**src/rtl/sha1_pkg.sv**
```systemverilog
package sha1_pkg;

	typedef struct packed {
		logic       op;
		logic [7:0] data_byte;
	} msg_t;

	typedef struct packed {
		logic [31:0] digest_w0;
		logic [31:0] digest_w1;
		logic [31:0] digest_w2;
		logic [31:0] digest_w3;
		logic [31:0] digest_w4;
	} dig_t;

	localparam logic OP_ABSORB = 1'b0;
	localparam logic OP_FINISH = 1'b1;

	localparam logic [31:0] K_0 = 32'h5A827999;
	localparam logic [31:0] K_1 = 32'h6ED9EBA1;
	localparam logic [31:0] K_2 = 32'h8F1BBCDC;
	localparam logic [31:0] K_3 = 32'hCA62C1D6;

	localparam logic [4:0][31:0] H_INIT = {
		32'hC3D2E1F0, 32'h10325476, 32'h98BADCFE, 32'hEFCDAB89, 32'h67452301
	};

	localparam logic [7:0] PAD_MARK  = 8'h80;
	localparam logic [5:0] POS_LAST  = 6'd63;
	localparam logic [5:0] POS_LEN   = 6'd56;
	localparam logic [6:0] RND_LAST  = 7'd79;
	localparam logic [6:0] RND_SEC1  = 7'd20;
	localparam logic [6:0] RND_SEC2  = 7'd40;
	localparam logic [6:0] RND_SEC3  = 7'd60;

	function automatic logic [31:0] rotl1(input logic [31:0] x);
		return {x[30:0], x[31]};
	endfunction

	function automatic logic [31:0] rotl5(input logic [31:0] x);
		return {x[26:0], x[31:27]};
	endfunction

	function automatic logic [31:0] rotl30(input logic [31:0] x);
		return {x[1:0], x[31:2]};
	endfunction

endpackage

```
**src/rtl/sha1_hash.sv**
```systemverilog
// Streaming SHA-1 digest engine.
// The msg channel carries one item per message byte (op absorb) or one item that
// ends the message (op finish). The dig channel carries one item per finished
// message: the five chaining words, digest bytes 0 to 19 in big-endian order.
// An absorb item is taken while msg_stall is low. The 64th byte of a block also
// starts the compression, which runs one round per cycle through a single round
// unit and then adds into the chaining words, so msg_stall stays high until
// that addition is done. A finish item feeds padding and length bytes through
// the same byte path at one byte per cycle (9 to 72 bytes) with one or two
// compressions in between, then loads the output register.
// The digest waits in the output register while dig_stall is high, and absorb
// items of the next message are still taken meanwhile; a later finish waits
// for the register to empty before its digest is loaded.
// Reset clears the bit count, loads the initial chaining words and empties the
// output register.
module sha1_hash (
	input  logic                clk,
	input  logic                arst_n,
	input  logic                msg_valid,
	output logic                msg_stall,
	input  sha1_pkg::msg_t      msg,
	output logic                dig_valid,
	input  logic                dig_stall,
	output sha1_pkg::dig_t      dig
);

	typedef enum logic [2:0] {
		S_IDLE,
		S_PAD,
		S_ROUND,
		S_ADD,
		S_OUT
	} state_t;

	state_t           state_q;
	logic [6:0]       rnd_q;
	logic [511:0]     blk_q;
	logic [31:0]      a_q, b_q, c_q, d_q, e_q;
	logic [4:0][31:0] h_q;
	logic [63:0]      cnt_q;
	logic [63:0]      len_q;
	logic             pad_q;
	logic             mark_q;
	logic             lenph_q;
	logic             last_q;
	sha1_pkg::dig_t   dig_q;
	logic             dig_valid_q;

	logic [5:0]  pos;
	logic        put_en;
	logic [7:0]  put_byte;
	logic [31:0] w0, w_new, f, k, t;

	assign pos = cnt_q[8:3];
	assign msg_stall = (state_q != S_IDLE);
	assign dig_valid = dig_valid_q;
	assign dig = dig_q;

	always_comb begin
		put_en = 1'b0;
		put_byte = msg.data_byte;
		if (state_q == S_IDLE) begin
			put_en = msg_valid && (msg.op == sha1_pkg::OP_ABSORB);
		end else if (state_q == S_PAD) begin
			put_en = 1'b1;
			if (mark_q) begin
				put_byte = sha1_pkg::PAD_MARK;
			end else if (lenph_q) begin
				put_byte = len_q[63:56];
			end else begin
				put_byte = 8'h00;
			end
		end
	end

	assign w0 = blk_q[511:480];
	assign w_new = sha1_pkg::rotl1(blk_q[511-13*32 -: 32] ^ blk_q[511-8*32 -: 32]
		^ blk_q[511-2*32 -: 32] ^ w0);

	always_comb begin
		if (rnd_q < sha1_pkg::RND_SEC1) begin
			f = (b_q & c_q) | (~b_q & d_q);
			k = sha1_pkg::K_0;
		end else if (rnd_q < sha1_pkg::RND_SEC2) begin
			f = b_q ^ c_q ^ d_q;
			k = sha1_pkg::K_1;
		end else if (rnd_q < sha1_pkg::RND_SEC3) begin
			f = (b_q & c_q) | (b_q & d_q) | (c_q & d_q);
			k = sha1_pkg::K_2;
		end else begin
			f = b_q ^ c_q ^ d_q;
			k = sha1_pkg::K_3;
		end
	end

	assign t = sha1_pkg::rotl5(a_q) + f + e_q + k + w0;

	always_ff @(posedge clk or negedge arst_n) begin
		if (!arst_n) begin
			state_q <= S_IDLE;
			rnd_q <= '0;
			blk_q <= '0;
			a_q <= '0;
			b_q <= '0;
			c_q <= '0;
			d_q <= '0;
			e_q <= '0;
			h_q <= sha1_pkg::H_INIT;
			cnt_q <= '0;
			len_q <= '0;
			pad_q <= 1'b0;
			mark_q <= 1'b0;
			lenph_q <= 1'b0;
			last_q <= 1'b0;
			dig_q <= '0;
			dig_valid_q <= 1'b0;
		end else begin
			if (dig_valid_q && !dig_stall && state_q != S_OUT) begin
				dig_valid_q <= 1'b0;
			end
			if (put_en) begin
				blk_q <= {blk_q[503:0], put_byte};
				cnt_q <= cnt_q + 64'd8;
				if (pos == sha1_pkg::POS_LAST) begin
					a_q <= h_q[0];
					b_q <= h_q[1];
					c_q <= h_q[2];
					d_q <= h_q[3];
					e_q <= h_q[4];
					rnd_q <= '0;
					last_q <= (state_q == S_PAD) && lenph_q;
				end
			end
			unique case (state_q)
				S_IDLE: begin
					if (msg_valid && msg.op == sha1_pkg::OP_FINISH) begin
						len_q <= cnt_q;
						pad_q <= 1'b1;
						mark_q <= 1'b1;
						lenph_q <= 1'b0;
						state_q <= S_PAD;
					end else if (put_en && pos == sha1_pkg::POS_LAST) begin
						state_q <= S_ROUND;
					end
				end
				S_PAD: begin
					mark_q <= 1'b0;
					if (lenph_q) begin
						len_q <= {len_q[55:0], 8'h00};
					end else if (pos + 6'd1 == sha1_pkg::POS_LEN) begin
						lenph_q <= 1'b1;
					end
					if (pos == sha1_pkg::POS_LAST) begin
						state_q <= S_ROUND;
					end
				end
				S_ROUND: begin
					blk_q <= {blk_q[479:0], w_new};
					a_q <= t;
					b_q <= a_q;
					c_q <= sha1_pkg::rotl30(b_q);
					d_q <= c_q;
					e_q <= d_q;
					rnd_q <= rnd_q + 7'd1;
					if (rnd_q == sha1_pkg::RND_LAST) begin
						state_q <= S_ADD;
					end
				end
				S_ADD: begin
					h_q[0] <= h_q[0] + a_q;
					h_q[1] <= h_q[1] + b_q;
					h_q[2] <= h_q[2] + c_q;
					h_q[3] <= h_q[3] + d_q;
					h_q[4] <= h_q[4] + e_q;
					if (last_q) begin
						state_q <= S_OUT;
					end else if (pad_q) begin
						state_q <= S_PAD;
					end else begin
						state_q <= S_IDLE;
					end
				end
				S_OUT: begin
					if (!dig_valid_q || !dig_stall) begin
						dig_q.digest_w0 <= h_q[0];
						dig_q.digest_w1 <= h_q[1];
						dig_q.digest_w2 <= h_q[2];
						dig_q.digest_w3 <= h_q[3];
						dig_q.digest_w4 <= h_q[4];
						dig_valid_q <= 1'b1;
						h_q <= sha1_pkg::H_INIT;
						cnt_q <= '0;
						pad_q <= 1'b0;
						last_q <= 1'b0;
						lenph_q <= 1'b0;
						state_q <= S_IDLE;
					end
				end
				default: begin
					state_q <= S_IDLE;
				end
			endcase
		end
	end

endmodule

```
**config.mk**
```make
export PLATFORM = sky130hd
export DESIGN_NAME = sha1_hash
export DESIGN_NICKNAME = d
export VERILOG_FILES = /design/src/rtl/sha1_pkg.sv /design/src/rtl/sha1_hash.sv
export SDC_FILE = /design/constraint.sdc
export NUM_CORES = 2
export LEC_CHECK = 0
export CORE_ASPECT_RATIO = 0.75
export CORE_UTILIZATION = 55
export DETAILED_ROUTE_END_ITERATION = 7
export DONT_BUFFER_PORTS = 1
export PLACE_DENSITY = 0.7
export SLEW_MARGIN = 20
export SYNTH_ARGS = -nofsm -noshare
export SYNTH_HDL_FRONTEND = slang
export SYNTH_SLANG_ARGS = --single-unit
```
**constraint.sdc**
```tcl
create_clock -name clk -period 7.86 [get_ports clk]
set_clock_uncertainty 0.2 [all_clocks]
set_input_delay 1.572 -clock clk [delete_from_list [all_inputs] [get_ports clk]]
set_output_delay 1.572 -clock clk [all_outputs]
set_load 0.02 [all_outputs]
```
Yosys cells after proc, flatten, opt, wreduce, memory -nomap -nowiden
Index checks and enable logic that the tools add are counted.
{ "word_totals": {"ff_bits": 1135} }
{ "op_classes": {"n_bitwise": 14, "muxes": 63, "n_eq_ne": 14, "add_sub_neg": 12, "n_lt_le_gt_ge": 3, "n_reduce_logical": 25} }
{ "op_table": {"columns": ["cell", "n"], "rows": [
  ["2-to-1 mux 512 bit", 2],
  ["2-to-1 mux 32 bit", 20],
  ["2-to-1 mux 64 bit", 5],
  ["case mux 160 bit (2 select lines)", 1],
  ["adder 32 bit", 9],
  ["2-to-1 mux 160 bit", 1],
  ["XOR 32 bit", 5],
  ["AND 32 bit", 4],
  ["case mux 64 bit (2 select lines)", 1],
  ["bitwise OR 32 bit", 3],
  ["adder 64 x 4 -> 64 bit, second input constant", 1],
  ["2-to-1 mux 8 bit", 4],
  ["NOT 32 bit", 1],
  ["2-to-1 mux 31 bit", 1],
  ["2-to-1 mux 7 bit", 3],
  ["2-to-1 mux 3 bit", 6],
  ["2-to-1 mux 1 bit", 15],
  ["case mux 3 bit (5 select lines)", 1],
  ["less-than comparator 7 x 6 -> 1 bit, second input constant", 2],
  ["equality test 6 bit, second input constant", 2],
  ["nonzero test 2 bit", 5],
  ["AND reduction 3 bit", 3],
  ["!= test 2 bit, second input constant", 4],
  ["AND reduction 2 bit", 4],
  ["19 further kinds", 28]
]} }

Logic depth before layout (Yosys ltp)
{ "logic_depth": {"ltp_word": 11, "ltp_mapped": 25, "depth_no_buf": 23} }

Worst setup path after synthesis
OpenSTA, ideal clock, no wires.
{ "synth_path": {"kind": "register to register", "from": "register rnd_q[4]", "to": "register a_q[28]", "path_stages_with_launch": 23, "required_time_ps": 7525, "path_buffers": 3, "setup_slack_ps": 1907, "t_arrival_ps": 5618, "path_cell_list": "dfrtp_1 -> clkbuf_1 -> a41oi_1 -> nand2_1 -> inv_1 -> clkbuf_1 -> buf_1 -> a221oi_1 -> fa_1 -> fa_1 -> inv_1 -> ha_1 -> a211o_1 -> a21oi_1 -> o21ai_0 -> a311oi_1 -> a211oi_1 -> or3_1 -> nand2_1 -> o21ai_0 -> or3_1 -> nand4_1 -> o21ai_0"} }
{ "synth_between": {"elab_chain_len": 9} }
{ "synth_lines": {"columns": ["element", "line", "text"], "rows": [
  ["from (decl)", "sha1_hash.sv:36", "logic [6:0] rnd_q;"],
  ["from (signal assigned)", "sha1_hash.sv:164", "rnd_q <= rnd_q + 7'd1;"],
  ["less-than comparator 7 x 6 -> 1 bit", "sha1_hash.sv:87", "end else if (rnd_q < sha1_pkg::RND_SEC3) begin"],
  ["2-to-1 mux 32 bit", "sha1_hash.sv:87", null],
  ["2-to-1 mux 32 bit", "sha1_hash.sv:84", "end else if (rnd_q < sha1_pkg::RND_SEC2) begin"],
  ["2-to-1 mux 32 bit", "sha1_hash.sv:81", "if (rnd_q < sha1_pkg::RND_SEC1) begin"],
  ["adder 32 bit (2 in a row)", "sha1_hash.sv:96", "assign t = sha1_pkg::rotl5(a_q) + f + e_q + k + w0;"],
  ["adder 32 bit (*) (2 in a row)", "sha1_hash.sv:96", null],
  ["2-to-1 mux 32 bit (*)", "sha1_hash.sv:134", "unique case (state_q)"],
  ["to (signal assigned)", "sha1_hash.sv:125", "a_q <= h_q[0];"],
  ["to (signal assigned)", "sha1_hash.sv:159", "a_q <= t;"],
  ["to (decl)", "sha1_hash.sv:38", "logic [31:0] a_q, b_q, c_q, d_q, e_q;"]
]} }
Mark *: on every way between the ends. The rest lies on a longest branch, timed or not.
A chain may end at the register's enable or synchronous reset.

Worst setup path after layout
{ "layout_path": {"from": "register rnd_q[3]", "to": "register a_q[28]"} }
The elaborated chain is that of the path after synthesis.

==> results.cfg <==
[sta]
final_max_slew_viol_count = 0
slew_headroom_pct = 20.26
rsz0062_at_grt = no
fin_crit_sh_pct = 86.32
setup_viol = 0
setup_ws_ns = 1.075
fin_crit_ns = 6.785
finalHoldViolations = 0
tns_ns = 0
worst_pin_slew_ns = 1.196
fin_hold_ws_ns = 0.2837
fmax_mhz = 147.4

[route]
routed_wl_mm = 174.2
vias = 50790
drtIter0Drc = 5664
vias_per_cell = 5.963
ant_nets = 0
post_drt_wl_per_cell_um = 20.45
first_pass_iters = 6
drc = 0

[setup_path]
arrival_ns = 7.13
start_kind = flop
critPathCaptureType = flop
setup.worst_path.class = flop to flop
r2r_slack_ns = 1.08
cp_data_required_time_ns = 8.21
cp_max_fo = 17

[final_layout]
fin_util_pct = 59.93
layout_common_cells = 2032 x nand2_1, 1050 x dfrtp_1, 920 x nor2_1, 686 x a31oi_1, 261 x a21oi_1
stdcell_count = 8517
final_common_cell = nand2_1
post_route_cells_drive_above_1_share_pct = 4.921
n_fill_cell = 9538
nNetsFinal = 7314
area_growth_pct = 7.457

[grt]
grt_pass1_vias = 47210
grt_overflow_total = 0
grt_use_total_pct = 30.99
grt_max_degree = 262
antenna_found_initial = 5
grt_pass1_wl_mm = 277.5

[die]
chipHeight_um = 291.2
ios = 175
die_w_um = 387.6
start_util_pct = 55.77
die_area_um2 = 112900
rows = 105
coreArea_um2 = 110000

[logic_synthesis]
yosys_warnings = 0
ys_seq_area_share_pct = 46.27
synth_adder_area_share_pct = 8.059
synth_top_area_share_pct = 42.84
synth.net_count = 7592
postSynthAreaPerCell_um2 = 8.449
yosysUniqueCellTypes = 78
syn_inst = 7259
ys_async_sr_fraction_pct = 100.0
synth_simple_gate_area_share_pct = 21.33
synth_flop_cell = dfrtp_1
yosys.area.top_type = dfrtp_1
synth_top_family_by_area = simple AND/OR/NAND/NOR gates
synthXorXnorAreaFrac_pct = 4.456
netlist_top_cells_area = dfrtp_1 43%, nand2_1 12%, a31oi_1 7.0%
synth-compound-area-share_pct = 15.22
synth_mux_area_share_pct = 0.6039
synth_edf_count = 0
netlist_area_um2 = 61330
ys_ff_latch = 1130

[min_path]
hp-class = flop to flop

[placement]
dp_cells = 8314
pre_cts_ws_ns = 1.146
port_buffers = 0
gp_congestion = 0.9916
place_hpwl_mm = 120.1

[power_and_ir_drop]
cellPowerDensity_nw_per_um2 = 546.2
p_leak_nw = 30.95
peakVddDrop_v = 0.0007763

[cts]
ctsHoldBuffers = 0
path_clk_slew_ns = 0.07
post_cts_buffers = 0
cts_sinks = 1130
htree_levels = 3
cts-resized-gates = 0
numCtsBuffers = 108
cts_buffer_depth = 3
cts_tree = done
cts_root_buffer = clkbuf_16
clk_latency_ns = 0.72

[flow_run]
max-cap-violations = 0

[run_status]
status = finished clean
## cell type report
cell class	count	area (um^2)	share of cell area, %
Antenna cell	1	2.502	0.003797
Clock buffer	157	3148	4.777
Clock inverter	44	475.5	0.7215
Inverter	223	837.1	1.270
Multi-Input combinational cell	5468	30540	46.34
Sequential cell	1130	28380	43.06
Tap cell	1444	1807	2.742
Timing Repair Buffer	50	716.9	1.088
## report_power, final
part / internal [W] / switching, W / leakage, nW / total (W)
sequential: 0.00753 / 0.00242 / 13.9 / 0.00995
combinational: 0.00832 / 0.0124 / 15.3 / 0.0207
clock: 0.00299 / 0.00236 / 1.79 / 0.00535
total: 0.0188 / 0.0172 / 30.9 / 0.0360
## flip-flops by register name (all words and copies together) (netlist names)
name       count
a_q           32
mark_q         1
dig          160
len_q         62
c_q           32
d_q           32
last_q         1
h_q          160
rnd_q          7
state_q        3
b_q           32
dig_valid      1
e_q           32
lenph_q        1
cnt_q         61
blk_q        512
pad_q          1
## synth_stat cells (12+ instances only)
cell      instances
a211oi_1         25
a21o_1           88
a21oi_1         261
a221o_1          13
a31oi_1         686
and2_1           14
and3_1           31
buf_1            21
clkbuf_1        414
dfrtp_1        1050
dfstp_2          80
fa_1            125
ha_1            195
inv_1           223
mux2i_1          28
nand2_1        2035
nand2b_1         30
nand3_1         102
nand4_1          12
nor2_1          922
nor2b_1          26
nor3_1           56
o211ai_1         16
o21a_1           25
o21ai_0         238
o21bai_1         27
o22ai_1          30
o31ai_1          14
or3_1            21
xnor2_1         165
xor2_1          147
## metrics by stage
stage / area [um^2] / power [W]
2_1_floorplan: 61330 / 0.02400
3_3_place_gp: 62160 / 0.02969
3_5_place_dp: 62240 / 0.03004
4_1_cts: 65870 / 0.03551
5_1_grt: 65900 / 0.03869
6_report: 65900 / 0.03600
## worst max-delay path, stage by stage (launching register included)
cell and delay, ns:
dfrtp_1 0.48, a41oi_1 0.15, buf_4 0.20, nand2_1 0.06, buf_4 0.26, inv_1 0.09, nor2_1 0.60, a221oi_1 0.28
fa_1 0.52, fa_1 0.59, inv_1 0.05, ha_1 0.29, a211o_1 0.26, a21oi_1 0.20, o21ai_0 0.24, a311oi_1 0.69
a211oi_1 0.21, or3_1 0.40, nand2_1 0.15, o21ai_0 0.16, or3_1 0.33, nand4_1 0.09, o21ai_0 0.09
## routing by layer
metal / up-vias / wire (um) / GRT usage (%)
met3: 235 / 18170 / 8.768
met4: 2 / 4008 / 7.404
met5: - / 20 / 0
met2: 1794 / 68950 / 40.76
met1: 24870 / 83040 / 49.42
li1: 23890 / - / -
## final timing paths
path	end	cells past startpoint	from
max	a_q[28]	22	rnd_q[3]
min	len_q[10]	2	len_q[10]
min reg2reg	len_q[10]	2	len_q[10]
max reg2reg	a_q[28]	22	rnd_q[3]
min in group asynchronous	dig[110]	0	arst_n
max in group asynchronous	blk_q[496]	4	arst_n
## kinds of logic after synthesis
| family | count (synthesis) |
|---|---|
| XOR/XNOR | 312 |
| AO/OA/AOI/OAI | 1508 |
| buffers and inverters | 661 |
| multiplexers | 36 |
| AND/OR/NAND/NOR | 3292 |
| flip-flops | 1130 |
| adder cells (fa/ha/maj) | 320 |
Power figures use the tool's default switching activity.
